===== config.mk =====
export PLATFORM = sky130hd
export DESIGN_NAME = tile_palette_bit_decoder
export DESIGN_NICKNAME = d
export VERILOG_FILES = /design/src/rtl/tpbd_pkg.sv /design/src/rtl/tile_palette_bit_decoder.sv /design/src/rtl/tpbd_cfg.sv
export SDC_FILE = /design/constraint.sdc
export NUM_CORES = 1
export LEC_CHECK = 0
export BUFFER_PORTS_ARGS = -buffer_cell sky130_fd_sc_hd__buf_2
export CORE_ASPECT_RATIO = 2
export CORE_UTILIZATION = 35
export CTS_CLUSTER_DIAMETER = 60
export DETAILED_ROUTE_END_ITERATION = 10
export GPL_TIMING_DRIVEN = 0
export PLACE_DENSITY = 0.51
export SETUP_SLACK_MARGIN = 0.4
export SLEW_MARGIN = 20
export SYNTH_ARGS = -nofsm -noshare
export SYNTH_HDL_FRONTEND = slang
export SYNTH_SLANG_ARGS = --single-unit

===== constraint.sdc =====
create_clock -name clock -period 6.7 [get_ports clock]
set_input_delay 1.675 -clock clock [delete_from_list [all_inputs] [get_ports clock]]
set_output_delay 1.675 -clock clock [all_outputs]
set_load 0.1 [all_outputs]

===== src/rtl/tpbd_pkg.sv =====
// Shared types and constants for the tile palette bit decoder.
package tpbd_pkg;

   localparam int MaxCells = 2048;

   // result kinds
   localparam logic [1:0] KIND_COUNT = 2'd0;
   localparam logic [1:0] KIND_PAL   = 2'd1;
   localparam logic [1:0] KIND_INDEX = 2'd2;
   localparam logic [1:0] KIND_PIXEL = 2'd3;

   // configuration register indexes
   localparam logic [1:0] REG_WIDTH  = 2'd0;
   localparam logic [1:0] REG_HEIGHT = 2'd1;
   localparam logic [1:0] REG_FRAMES = 2'd2;
   localparam logic [1:0] REG_PAL    = 2'd3;

   // one result word
   typedef struct packed {
      logic        last;
      logic [1:0]  kind;
      logic [16:0] repeat_cnt;
      logic [15:0] value;
   } result_type;

   // live configuration
   typedef struct packed {
      logic [7:0] grid_width;
      logic [7:0] grid_height;
      logic [7:0] frame_count;
      logic       custom_palette;
   } cfg_type;

endpackage


===== src/rtl/tile_palette_bit_decoder.sv =====
// Top level of the tile palette bit decoder: bit-serial field sequencer.
// A header byte (count, palette, size, pad) is handled in its accept cycle;
// a bit-packed byte is latched, then the shared bit shifter takes one bit per cycle,
// up to 8, stopping early at frame end; a result is valid the cycle after its field.
// No byte is taken while the bit loop runs; input and loop also stall while a result waits.
// Synchronous active-high reset clears control state; the color map is not cleared.
module tile_palette_bit_decoder import tpbd_pkg::*; (
   input  logic        clock,
   input  logic        reset,
   input  logic        req_tvalid,
   output logic        req_tready,
   input  logic [7:0]  req_tdata,   // byte_in
   output logic        rsp_tvalid,
   input  logic        rsp_tready,
   output logic [39:0] rsp_tdata,   // out_value[15:0], out_repeat[32:16], out_kind[34:33]
   output logic        rsp_tlast,   // last_of_image
   input  logic        csr_valid,
   output logic        csr_ready,
   input  logic [1:0]  csr_index,
   input  logic [7:0]  csr_data
);

   localparam logic [3:0] PH_CNT_HI = 4'd0, PH_CNT_LO = 4'd1, PH_PAL = 4'd2,
      PH_SKIP = 4'd3, PH_INDEX = 4'd4, PH_MODE = 4'd5, PH_KIND = 4'd6,
      PH_NCOL = 4'd7, PH_COLOR = 4'd8, PH_CODE = 4'd9, PH_RAW = 4'd10,
      PH_PAD = 4'd11, PH_DONE = 4'd12;

   cfg_type cfg;

   tpbd_cfg u_cfg (
      .clock, .reset, .csr_valid, .csr_ready, .csr_index, .csr_data, .cfg
   );

   logic [3:0]  phase_ff, phase_in;
   logic        busy_ff, busy_in;        // bit loop running on byte_ff
   logic [7:0]  byte_ff, byte_in;
   logic [3:0]  bitpos_ff, bitpos_in;
   logic        parity_ff, parity_in;
   logic [15:0] acc_ff, acc_in;
   logic [4:0]  fill_ff, fill_in;
   logic [15:0] ucount_ff, ucount_in;
   logic [4:0]  ibits_ff, ibits_in;
   logic [3:0]  cmap_ff [8];
   logic        cmap_we;
   logic [2:0]  cmap_wa;
   logic [3:0]  cmap_wd;
   logic [3:0]  ctotal_ff, ctotal_in;
   logic [3:0]  cfill_ff, cfill_in;
   logic [2:0]  cbits_ff, cbits_in;
   logic [16:0] item_ff, item_in;
   logic [15:0] cells_ff, cells_in;
   logic [15:0] grid_ff, grid_in;
   logic [16:0] chunk_ff, chunk_in;
   logic [7:0]  frame_ff, frame_in;
   logic        ov_ff, ov_in;
   result_type  res_ff, res_in;

   // a result blocks the loop until taken
   logic stall;
   assign stall      = ov_ff && !rsp_tready;
   assign req_tready = !busy_ff && !stall;
   assign rsp_tvalid = ov_ff;
   assign rsp_tdata  = {5'd0, res_ff.kind, res_ff.repeat_cnt, res_ff.value};
   assign rsp_tlast  = res_ff.last;

   logic acc_req;
   assign acc_req = req_tvalid && req_tready;

   // grid product, saturated
   logic [15:0] prod;
   logic [15:0] grid_sat;
   always_comb begin
      prod     = 16'(cfg.grid_width) * 16'(cfg.grid_height);
      grid_sat = (prod > 16'(MaxCells)) ? 16'(MaxCells) : prod;
   end

   function automatic logic [4:0] bitlen(input logic [15:0] v);
      logic [4:0] l;
      l = 5'd0;
      for (int i = 0; i < 16; i++) if (v[i]) l = 5'(i + 1);
      return l;
   endfunction

   // one field step per cycle, unless a waiting result stalls the loop
   always_comb begin
      logic [15:0] a;
      logic [4:0]  w;
      logic [15:0] v;
      logic        emit, fend;
      logic [2:0]  half, hi, lo;
      logic [15:0] cc;
      phase_in = phase_ff; busy_in = busy_ff; byte_in = byte_ff;
      bitpos_in = bitpos_ff; parity_in = parity_ff; acc_in = acc_ff;
      fill_in = fill_ff; ucount_in = ucount_ff; ibits_in = ibits_ff;
      ctotal_in = ctotal_ff; cfill_in = cfill_ff; cbits_in = cbits_ff;
      item_in = item_ff; cells_in = cells_ff; grid_in = grid_ff;
      chunk_in = chunk_ff; frame_in = frame_ff;
      ov_in = ov_ff && !rsp_tready; res_in = res_ff;
      cmap_we = 1'b0; cmap_wa = cfill_ff[2:0]; cmap_wd = 4'd0;
      a = 16'd0; w = 5'd1; v = 16'd0; emit = 1'b0; fend = 1'b0;
      half = 3'd0; hi = 3'd0; lo = 3'd0; cc = 16'd0;
      if (acc_req) begin
         parity_in = !parity_ff;
         unique case (phase_ff)
            PH_CNT_HI: begin
               if (frame_ff >= cfg.frame_count) phase_in = PH_DONE;
               else begin
                  acc_in = {8'd0, req_tdata};
                  phase_in = PH_CNT_LO;
               end
            end
            PH_CNT_LO: begin
               v = {acc_ff[7:0], req_tdata};
               ucount_in = v; acc_in = 16'd0;
               ov_in = 1'b1; res_in = '{1'b0, KIND_COUNT, 17'd1, v};
               ibits_in = bitlen(v);
               grid_in = grid_sat;
               cc = (v == 16'd0) ? grid_sat : v;
               cells_in = (cc > 16'(MaxCells)) ? 16'(MaxCells) : cc;
               item_in = 17'd0;
               phase_in = cfg.custom_palette ? PH_PAL : PH_SKIP;
            end
            PH_PAL: begin
               if (item_ff[0]) begin
                  ov_in = 1'b1;
                  res_in = '{1'b0, KIND_PAL, 17'd1, {acc_ff[7:0], req_tdata}};
               end else acc_in = {8'd0, req_tdata};
               item_in = item_ff + 17'd1;
               if (item_ff == 17'd31) begin
                  item_in = 17'd0; acc_in = 16'd0; phase_in = PH_SKIP;
               end
            end
            PH_SKIP: begin
               item_in = item_ff + 17'd1;
               if (item_ff >= 17'd1) begin
                  fill_in = 5'd0; acc_in = 16'd0;
                  if (ucount_ff != 16'd0 && grid_ff != 16'd0) begin
                     item_in = {1'b0, grid_ff}; phase_in = PH_INDEX;
                  end else phase_in = PH_MODE;
               end
            end
            PH_PAD: phase_in = PH_CNT_HI;
            // drop every byte after the image
            PH_DONE: ;
            default: begin
               byte_in = req_tdata; busy_in = 1'b1; bitpos_in = 4'd8;
            end
         endcase
      end else if (busy_ff && !stall) begin
         a = {acc_ff[14:0], byte_ff[3'(bitpos_ff - 4'd1)]};
         acc_in = a;
         fill_in = fill_ff + 5'd1;
         bitpos_in = bitpos_ff - 4'd1;
         unique case (phase_ff)
            PH_INDEX: w = ibits_ff;
            PH_NCOL:  w = 5'd3;
            PH_COLOR: w = 5'd4;
            PH_CODE:  w = {2'd0, cbits_ff};
            PH_RAW:   w = 5'd8;
            default:  w = 5'd1;
         endcase
         if (fill_ff + 5'd1 >= w) begin
            v = a; acc_in = 16'd0; fill_in = 5'd0;
            unique case (phase_ff)
               PH_INDEX: begin
                  emit = 1'b1; res_in = '{1'b0, KIND_INDEX, 17'd1, v};
                  item_in = (item_ff != 17'd0) ? item_ff - 17'd1 : item_ff;
                  if (item_ff <= 17'd1) phase_in = PH_MODE;
               end
               PH_MODE: begin
                  if (v[0]) begin
                     chunk_in = {cells_ff, 1'b0} << 4;
                     cells_in = 16'd1;
                  end else chunk_in = 17'd32;
                  if (!v[0] && cells_ff == 16'd0) fend = 1'b1;
                  else phase_in = PH_KIND;
               end
               PH_KIND: begin
                  if (v[0]) phase_in = PH_NCOL;
                  else begin item_in = 17'd32; phase_in = PH_RAW; end
               end
               PH_NCOL: begin
                  ctotal_in = {1'b0, v[2:0]} + 4'd1; cfill_in = 4'd0;
                  phase_in = PH_COLOR;
               end
               PH_COLOR: begin
                  cmap_we = 1'b1; cmap_wd = v[3:0];
                  cfill_in = cfill_ff + 4'd1;
                  if (cfill_ff + 4'd1 >= ctotal_ff) begin
                     if (ctotal_ff > 4'd1) begin
                        cbits_in = (ctotal_ff == 4'd2) ? 3'd2 :
                                   ((ctotal_ff < 4'd5) ? 3'd4 : 3'd6);
                        item_in = chunk_ff;
                        if (chunk_ff == 17'd0) begin
                           cells_in = (cells_ff != 16'd0) ? cells_ff - 16'd1 : cells_ff;
                           if (cells_ff <= 16'd1) fend = 1'b1;
                           else phase_in = PH_KIND;
                        end else phase_in = PH_CODE;
                     end else begin
                        if (chunk_ff != 17'd0) begin
                           emit = 1'b1;
                           res_in = '{1'b0, KIND_PIXEL, chunk_ff,
                                      {8'd0, v[3:0], v[3:0]}};
                        end
                        cells_in = (cells_ff != 16'd0) ? cells_ff - 16'd1 : cells_ff;
                        if (cells_ff <= 16'd1) fend = 1'b1;
                        else phase_in = PH_KIND;
                     end
                  end
               end
               PH_CODE, PH_RAW: begin
                  half = cbits_ff >> 1;
                  hi = 3'((v >> half) & 16'h7);
                  lo = 3'(v & ((16'd1 << half) - 16'd1) & 16'h7);
                  emit = 1'b1;
                  res_in = '{1'b0, KIND_PIXEL, 17'd1,
                     (phase_ff == PH_RAW) ? {8'd0, v[7:0]}
                                          : {8'd0, cmap_ff[hi], cmap_ff[lo]}};
                  item_in = item_ff - 17'd1;
                  if (item_ff == 17'd1) begin
                     cells_in = (cells_ff != 16'd0) ? cells_ff - 16'd1 : cells_ff;
                     if (cells_ff <= 16'd1) fend = 1'b1;
                     else phase_in = PH_KIND;
                  end
               end
               default: ;
            endcase
         end
         if (emit) ov_in = 1'b1;
         if (fend || bitpos_ff == 4'd1) begin
            busy_in = 1'b0;
            if (!fend) begin
               // keep partial field across bytes
            end
         end
         if (fend) begin
            fill_in = 5'd0; acc_in = 16'd0;
            frame_in = frame_ff + 8'd1;
            if (frame_ff + 8'd1 >= cfg.frame_count) begin
               if (emit) res_in.last = 1'b1;
               else if (ov_ff) res_in.last = 1'b1;
               phase_in = PH_DONE;
            end else phase_in = parity_ff ? PH_PAD : PH_CNT_HI;
         end
      end
   end

   // state registers
   always_ff @(posedge clock) begin
      if (reset) begin
         phase_ff <= PH_CNT_HI; busy_ff <= 1'b0; ov_ff <= 1'b0;
         parity_ff <= 1'b0; acc_ff <= 16'd0; fill_ff <= 5'd0;
         ucount_ff <= 16'd0; ibits_ff <= 5'd0; ctotal_ff <= 4'd0;
         cfill_ff <= 4'd0; cbits_ff <= 3'd0; item_ff <= 17'd0;
         cells_ff <= 16'd0; grid_ff <= 16'd0; chunk_ff <= 17'd0;
         frame_ff <= 8'd0; bitpos_ff <= 4'd8;
      end else begin
         phase_ff <= phase_in; busy_ff <= busy_in; ov_ff <= ov_in;
         parity_ff <= parity_in; acc_ff <= acc_in; fill_ff <= fill_in;
         ucount_ff <= ucount_in; ibits_ff <= ibits_in; ctotal_ff <= ctotal_in;
         cfill_ff <= cfill_in; cbits_ff <= cbits_in; item_ff <= item_in;
         cells_ff <= cells_in; grid_ff <= grid_in; chunk_ff <= chunk_in;
         frame_ff <= frame_in; bitpos_ff <= bitpos_in;
      end
   end

   // payload registers
   always_ff @(posedge clock) begin
      byte_ff <= byte_in;
      res_ff  <= res_in;
      if (cmap_we) cmap_ff[cmap_wa] <= cmap_wd;
   end

`ifndef SYNTHESIS
   a_no_accept_busy: assert property (@(posedge clock) disable iff (reset)
      busy_ff |-> !req_tready) else $error("byte taken while bit loop busy");
   a_hold_result: assert property (@(posedge clock) disable iff (reset)
      (rsp_tvalid && !rsp_tready) |=> (rsp_tvalid && $stable(rsp_tdata)))
      else $error("result dropped");
   a_done_quiet: assert property (@(posedge clock) disable iff (reset)
      (phase_ff == PH_DONE && !rsp_tvalid) |=> !rsp_tvalid)
      else $error("result after image end");
`endif

endmodule


===== src/rtl/tpbd_cfg.sv =====
// Configuration register bank of the tile palette bit decoder.
module tpbd_cfg import tpbd_pkg::*; (
   input  logic        clock,
   input  logic        reset,
   input  logic        csr_valid,
   output logic        csr_ready,
   input  logic [1:0]  csr_index,
   input  logic [7:0]  csr_data,
   output cfg_type     cfg
);

   cfg_type cfg_ff;

   assign csr_ready = 1'b1;
   assign cfg       = cfg_ff;

   // write one register per accepted word
   always_ff @(posedge clock) begin
      if (reset) begin
         cfg_ff <= '{8'd1, 8'd1, 8'd1, 1'b0};
      end else if (csr_valid) begin
         unique case (csr_index)
            REG_WIDTH:  cfg_ff.grid_width <= csr_data;
            REG_HEIGHT: cfg_ff.grid_height <= csr_data;
            REG_FRAMES: cfg_ff.frame_count <= csr_data;
            REG_PAL:    cfg_ff.custom_palette <= csr_data[0];
            default:    cfg_ff <= cfg_ff;
         endcase
      end
   end

endmodule

# [Word level (Yosys, flattened, before mapping)]
# Memories as Yosys holds them, arrays and structs flattened.
# Index checks and enable logic that the tools add are counted.
# W data, S select, Z words.
[classes] shift=2 bitwise=3 eq_ne=45 n_lt_le_gt_ge=12 n_addsub=9 reduce_logical=54 muxes=140 mul=1
[op_table] op="$mux W36" count=7
[op_table] op="$mux W16" count=13
[op_table] op="$mux W17" count=11
[op_table] op="$mux W15" count=8
[op_table] op="$mux W5" count=23
[op_table] op="$pmux W36 S3" count=1
[op_table] op="$mux W4" count=24
[op_table] op="$pmux W36 S2" count=1
[op_table] op="$pmux W17 S4" count=1
[op_table] op="$pmux W15 S4" count=1
[op_table] op="$pmux W17 S3" count=1
[op_table] op="$pmux W16 S3" count=1
[op_table] op="$reduce_bool A16 Y1" count=3
[op_table] op="$mux W1" count=37
[op_table] op="$ne A3 B3 Y1 const B" count=12
[op_table] op="$reduce_bool A17 Y1" count=2
[op_table] op="$gt A16 B12 Y1 const B" count=2
[op_table] op="$logic_not A16 Y1" count=2
[op_table] op="$pmux W5 S5" count=1
[op_table] op="$ne A4 B4 Y1 const B" count=6
[op_table] op="$pmux W4 S6" count=1
[op_table] op="$reduce_and A8 Y1" count=3
[op_table] op="$eq A4 B4 Y1 const B" count=5
[op_table] op="$pmux W4 S5" count=1
[op_table] op="63 further kinds" count=99
[totals] memories=1 register_bits=206 output_inout_bits=44 wordCells=293 inputBits=23 ramBits=32
[memory_table] name="cmap_ff" words=8 width=4 rd=2 rd_ports_with_merged_regs=0 wr=1 line="tile_palette_bit_decoder.sv:43" source="logic [3:0] cmap_ff [8];"

# [Longest topological paths before layout]
[logic_depth] ltp_word=16 mapped_depth=20 ltp_nobuf=18

# [Modules after synthesis]
# A second synthesis with hierarchy kept.
[hier_totals] cells_unflattened=1630 area_unflattened_um2=14635.3
[modules_own_cells] module="tile_palette_bit_decoder" area_each_um2=13599.3 cells_each=1533 seq_area_each_um2=4764.6 instances=1
[modules_own_cells] module="tpbd_cfg" area_each_um2=1036.0 cells_each=97 seq_area_each_um2=500.5 instances=1

# [Least setup slack after synthesis]
# Ideal clock, no wire load.
[synth_path] kind="in2reg" from="input rsp_tready" to="register res_ff (netlist bit rsp_tdata[0]), enable pin" setup_ns=0.430 setup_slack_ns=0.519 path_buffers=0 path_stages=7 arrival_time_ns=5.751 t_required_ns=6.270 path_cell_list="nor2b_1 -> nor2_1 -> nand2_1 -> nor3_2 -> nand2_1 -> o31a_1 -> a21oi_1"
[synth_via] elab_chain_cells=7 word_cells_on_any_way=15 cone_classes="eq/ne: 5; reduce/logical: 10"
[synth_rtl] item="start, declared" line="tile_palette_bit_decoder.sv:14" source="input logic rsp_tready,"
[synth_rtl] item="$logic_not A1 Y1 (*)" line="tile_palette_bit_decoder.sv:60" source="assign stall = ov_ff && !rsp_tready;"
[synth_rtl] item="$logic_and A1 B1 Y1 (*)" line="tile_palette_bit_decoder.sv:60"
[synth_rtl] item="$logic_not A1 Y1 (*)" line="tile_palette_bit_decoder.sv:61" source="assign req_tready = !busy_ff && !stall;"
[synth_rtl] item="$logic_and A1 B1 Y1 (*)" line="tile_palette_bit_decoder.sv:61"
[synth_rtl] item="via req_tready" line="tile_palette_bit_decoder.sv:11" source="output logic req_tready,"
[synth_rtl] item="$logic_and A1 B1 Y1 (*)" line="tile_palette_bit_decoder.sv:67" source="assign acc_req = req_tvalid && req_tready;"
[synth_rtl] item="$ne A3 B3 Y1 (no line), or another cell as far along"
[synth_rtl] item="$reduce_and A8 Y1 (no line) (*)"
[synth_rtl] item="end signal, assigned" line="tile_palette_bit_decoder.sv:270" source="res_ff <= res_in;"
[synth_rtl] item="end, declared" line="tile_palette_bit_decoder.sv:56" source="result_type res_ff, res_in;"
# The timed path passes the listed nets; every way through them passes the cells marked *.
# A chain may end at the register's enable or synchronous reset.

# [Worst setup path after layout]
[layout_path] from="register phase_ff[1]" to="memory cmap_ff[4][3], enable pin"
[layout_via] elab_chain_cells=10 word_cells_on_any_way=15 cone_classes="order compare: 1; eq/ne: 5; mux: 9"
[layout_rtl] item="start, declared" line="tile_palette_bit_decoder.sv:34" source="logic [3:0] phase_ff, phase_in;"
[layout_rtl] item="start signal, assigned" line="tile_palette_bit_decoder.sv:258" source="phase_ff <= phase_in; busy_ff <= busy_in; ov_ff <= ov_in;"
[layout_rtl] item="$eq A4 B4 Y1, or another cell as far along" line="tile_palette_bit_decoder.sv:154" source="unique case (phase_ff)"
[layout_rtl] item="$pmux W5 S5" line="tile_palette_bit_decoder.sv:154"
[layout_rtl] item="$mux W5" line="tile_palette_bit_decoder.sv:149" source="end else if (busy_ff && !stall) begin"
[layout_rtl] item="$mux W5" line="tile_palette_bit_decoder.sv:102" source="if (acc_req) begin"
[layout_rtl] item="$ge A5 B5 Y1" line="tile_palette_bit_decoder.sv:162" source="if (fill_ff + 5'd1 >= w) begin"
[layout_rtl] item="$mux W1 (*)" line="tile_palette_bit_decoder.sv:162"
[layout_rtl] item="$mux W1 (*)" line="tile_palette_bit_decoder.sv:149"
[layout_rtl] item="$mux W1 (*)" line="tile_palette_bit_decoder.sv:102"
[layout_rtl] item="$mux W1 (*)" line="tile_palette_bit_decoder.sv:271" source="if (cmap_we) cmap_ff[cmap_wa] <= cmap_wd;"
[layout_rtl] item="$mux W1 (implied by the code) (*)" line="tile_palette_bit_decoder.sv:271"
[layout_rtl] item="end, declared" line="tile_palette_bit_decoder.sv:43"
# Mark *: on every way between the ends. The rest lies on a longest branch, timed or not. The select of a mux whose other input is x is not followed.

==> key figures <==
Floorplan
  – Die ar.: roughly 0.044 sq mm
  – Core Box Area: roughly 0.042 sq mm
  – Die H: between 200 and 300 um
  – Std-Cell Rows: around 110
  – Initial Util: 0.356
  – Die Wd: ~150 um
  – IO Pins: between 60 and 70

Yosys
  – Area of the mapped netlist: about 0.015 sq mm
  – Post-Synth XOR/XNOR Area: 0.0323
  – Ys flop type: dfxtp_1
  – Post-synthesis register bit count: 227
  – Async set-or-reset flop fraction in the synthesized netlist: 0
  – Mux contribution to synthesized area: 0.0598
  – Number of flops mapped to enable cells by yosys: slightly above 70
  – Largest family of logic cells by synthesized area: simple AND/OR/NAND/NOR gates
  – Register area share after synthesis: 0.353
  – Compound-cell area share of the yosys netlist: 0.166
  – Post-Syn Instances: around 1700
  – Netlist cell types: 98
  – Simple-gate portion of the synthesized area: 0.228
  – Adder-Cell Fraction of Synth Area: 0.110
  – YS warnings: 0
  – Syn_area_per_cell: 8.83 sq um

Layout
  – Share of cells above drive strength 1: 0.108
  – Design Area, Final: around 0.017 sq mm
  – Util after Layout: 0.400
  – P&R area growth vs syn: 12.4%
  – Fill cell instance count of the final layout: roughly 4400
  – Multi-input gate area: 0.00895 sq mm
  – Storage cell area: ~0.0053 sq mm
  – Layout net count: roughly 1900

Clock tree
  – CTS root buf: clkbuf_16
  – Clock latency on the worst-skew pair: roughly 0.57 ns
  – Post-CTS Hold Fix Bufs: 0
  – Clk sinks: about 230
  – Setup bufs post-CTS: 0
  – Clock buffer count from CTS: 24
  – CTS tree: yes
  – Worst-path clk slew: approximately 0.060 ns
  – Clock Path Buffers: 3
  – CTS resizes: 0
  – H-tree depth: 1

Setup path
  – CP bufs+invs: 6
  – FF-to-FF path depth: 16
  – Reg2Reg Capture Point: cmap_ff[4][3]
  – Crit path launch type: flip-flop
  – CP max FO: 10
  – Most used cell, CP: clkbuf_1
  – Crit Path Category: flip-flop to flip-flop
  – Worst path top cell family by delay: simple AND/OR/NAND/NOR gates
  – Cells along the critical path: clkbuf_1, or2_1, clkbuf_1, nor2_2, clkbuf_2, clkbuf_1, a221oi_1, ha_1, a21o_1, a31oi_1, o21a_1, clkbuf_1, nor2_1, clkbuf_1, nand2_1, nor3_1
  – Slowest stage cell on the critical path: nor3_1
  – Required time worst endpoint: slightly below 7 ns
  – Crit path largest cell delay: 0.89 ns
  – Worst reg-to-reg setup slack: 0.69 ns
  – Crit end category: flip-flop
  – Worst R2R Start: phase_ff[1]
  – Worst Path Arrival: 6.18 ns

Min path
  – Min-Delay Startpoint: ucount_ff[0]
  – HP Class: flip-flop to flip-flop
  – Hold EP: ucount_ff[0]
  – Hold depth: 2

Pwr
  – PwrDens: 373 mW/mm^2
  – Worst vdd ir: 224 uV
  – Leakage power: 6.40 nW

Placement
  – RD Place Congestion: approximately 1.0
  – DP Area: 0.0160 sq mm
  – DP HPWL: 45600 um
  – Port bufs: 56

Timing
  – RSZ-0062 raised after global routing: no
  – Setup-failing EPs final: 0
  – Final Slew Violations: 0
  – Fmax: approximately 170 MHz
  – Hold Fails Final Rpt: 0
  – Minimum clock period: between 6 and 7 ns
  – Fin crit share: 0.897
  – Worst Tran Pin Value: between 1 and 1.5 ns
  – Skew final: roughly 0.022 ns
  – Headroom to the max-slew limit: 0.227

Routing
  – First DRT Iteration DRCs: 961
  – Drc violations: 0
  – Via count: ~14000
  – Final ANT Viol Nets: 0
  – Total Wirelength: 57500 um
  – Routed vias/inst: around 5.8
  – Post-DR wirelength/cell: roughly 25 um
  – DRT Pass-1 Iters: 7

GRT
  – First-pass GRT wire length: around 85000 um
  – GRT Total Usage: 0.266
  – Largest net degree at the start of global routing: 20
  – Vias in the first global route: 13700
  – Overflow after GRT: 0
  – Antenna violations before repair: 2

Flow run
  – Max Cap Violations: 0

Outcome
  – Status: complete, no violations
## worst reg2reg max path, delay by kind of cell, from the launching register on
| family | cells | cell delay [ns] |
|---|---|---|
| buf+inv | 6 | 2.14 |
| simple gates | 5 | 2.28 |
| compound gates | 4 | 0.54 |
| fa+ha+maj | 1 | 0.36 |
| flops | 1 | 0.30 |
## report_power, final
group / switching (mW) / internal [mW] / total [mW]
sequential: 0.133 / 1.60 / 1.73
clock: 0.619 / 0.726 / 1.34
combinational: 2.25 / 0.920 / 3.17
## worst max-delay path by stage
stage	start	end	slack [ns]	cells past startpoint
detailed placement	phase_ff[1]	cmap_ff[4][0]	0.51	16
CTS	phase_ff[1]	cmap_ff[4][3]	0.47	16
floorplan	rsp_tready	rsp_tdata[0]	0.52	7
global route	phase_ff[1]	rsp_tdata[28]	0.53	18
finish	phase_ff[1]	cmap_ff[4][3]	0.69	16
global placement	phase_ff[1]	rsp_tdata[14]	-1.24	17
## placed cells by master (no fill, tap or decap), types with 70 or more instances in the layout
| master | instances |
|---|---|
| clkbuf_1 | 79 |
| buf_2 | 70 |
| dfxtp_1 | 155 |
| inv_1 | 73 |
| ha_1 | 73 |
| nor2_1 | 149 |
| a21oi_1 | 127 |
| and2_1 | 73 |
| edfxtp_1 | 72 |
| nand2_1 | 180 |
## state kept, by name, indices dropped and copies added (netlist names), 2 cells and up
name and flops:
item_ff 17, u_cfg.cfg 25, ctotal_ff 4, cells_ff 16
rsp_tdata 31, phase_ff 4, grid_ff 16, chunk_ff 12
cmap_ff 32, ibits_ff 4, bitpos_ff 4, acc_ff 15
cfill_ff 4, fill_ff 5, frame_ff 8, byte_ff 8
cbits_ff 2, ucount_ff 16
## cells by family (layout without fill, tap and decap cells)
kind of cell | Yosys count | in the layout
adder cells (fa/ha/maj) | 109 | 109
AO/OA/AOI/OAI | 367 | 367
AND/OR/NAND/NOR | 670 | 670
other | 2 | 11
XOR/XNOR | 55 | 55
buffers and inverters | 184 | 287
multiplexers | 75 | 75
flip-flops | 227 | 227
## routing by layer
metal,share of wire,GRT usage
met1,0.32,0.241
met2,0.54,0.512
met3,0.045,0.0326
met4,0.091,0.223
met5,0.00040,0
## final cells by class
| cell class | count | area share |
|---|---|---|
| multi-input combinational | 1286 | 0.534 |
| sequential | 227 | 0.314 |
| tap | 540 | 0.0403 |
| clock buffer | 29 | 0.0376 |
| buffer | 109 | 0.0289 |
| timing repair buffer | 59 | 0.0194 |
| inverter | 75 | 0.0168 |
| clock inverter | 15 | 0.00903 |
| antenna | 1 | 0.000149 |
## cells in the mapped netlist (12+ instances only)
cell,number,area share
inv_1,73,0.018
mux2i_1,54,0.036
nor2_1,150,0.038
fa_1,36,0.048
clkbuf_1,77,0.019
nor4_1,20,0.0084
a31oi_1,17,0.0071
edfxtp_1,72,0.14
buf_4,13,0.0065
ha_1,73,0.061
a21oi_1,128,0.043
nand2b_1,19,0.0080
and2_1,73,0.031
nand4_1,33,0.014
a222oi_1,12,0.0080
xor2_1,27,0.016
a221oi_1,15,0.0088
nand2_1,180,0.045
nand3_1,44,0.015
xnor2_1,28,0.016
buf_2,14,0.0047
nor3_1,57,0.019
a211oi_1,16,0.0080
and3_1,22,0.0092
o21ai_0,59,0.020
dfxtp_1,155,0.21
## metrics by stage
| step | setup WS [ns] | TNS, ns | hold WS (ns) | total power [mW] | cells |
|---|---|---|---|---|---|
| global route | 0.532 | 0 | 0.476 | 6.53 | 2340 |
| global placement | -1.24 | -38.38 | 0.443 | 4.85 | 2293 |
| CTS | 0.466 | 0 | 0.459 | 6.24 | 2340 |
| detailed placement | 0.507 | 0 | 0.450 | 4.89 | 2296 |
| finish | 0.692 | 0 | 0.459 | 6.25 | 2341 |
| floorplan | 0.519 | 0 | 0.436 | 3.93 | 1697 |
Note: power is estimated with default switching activity, not from simulation.
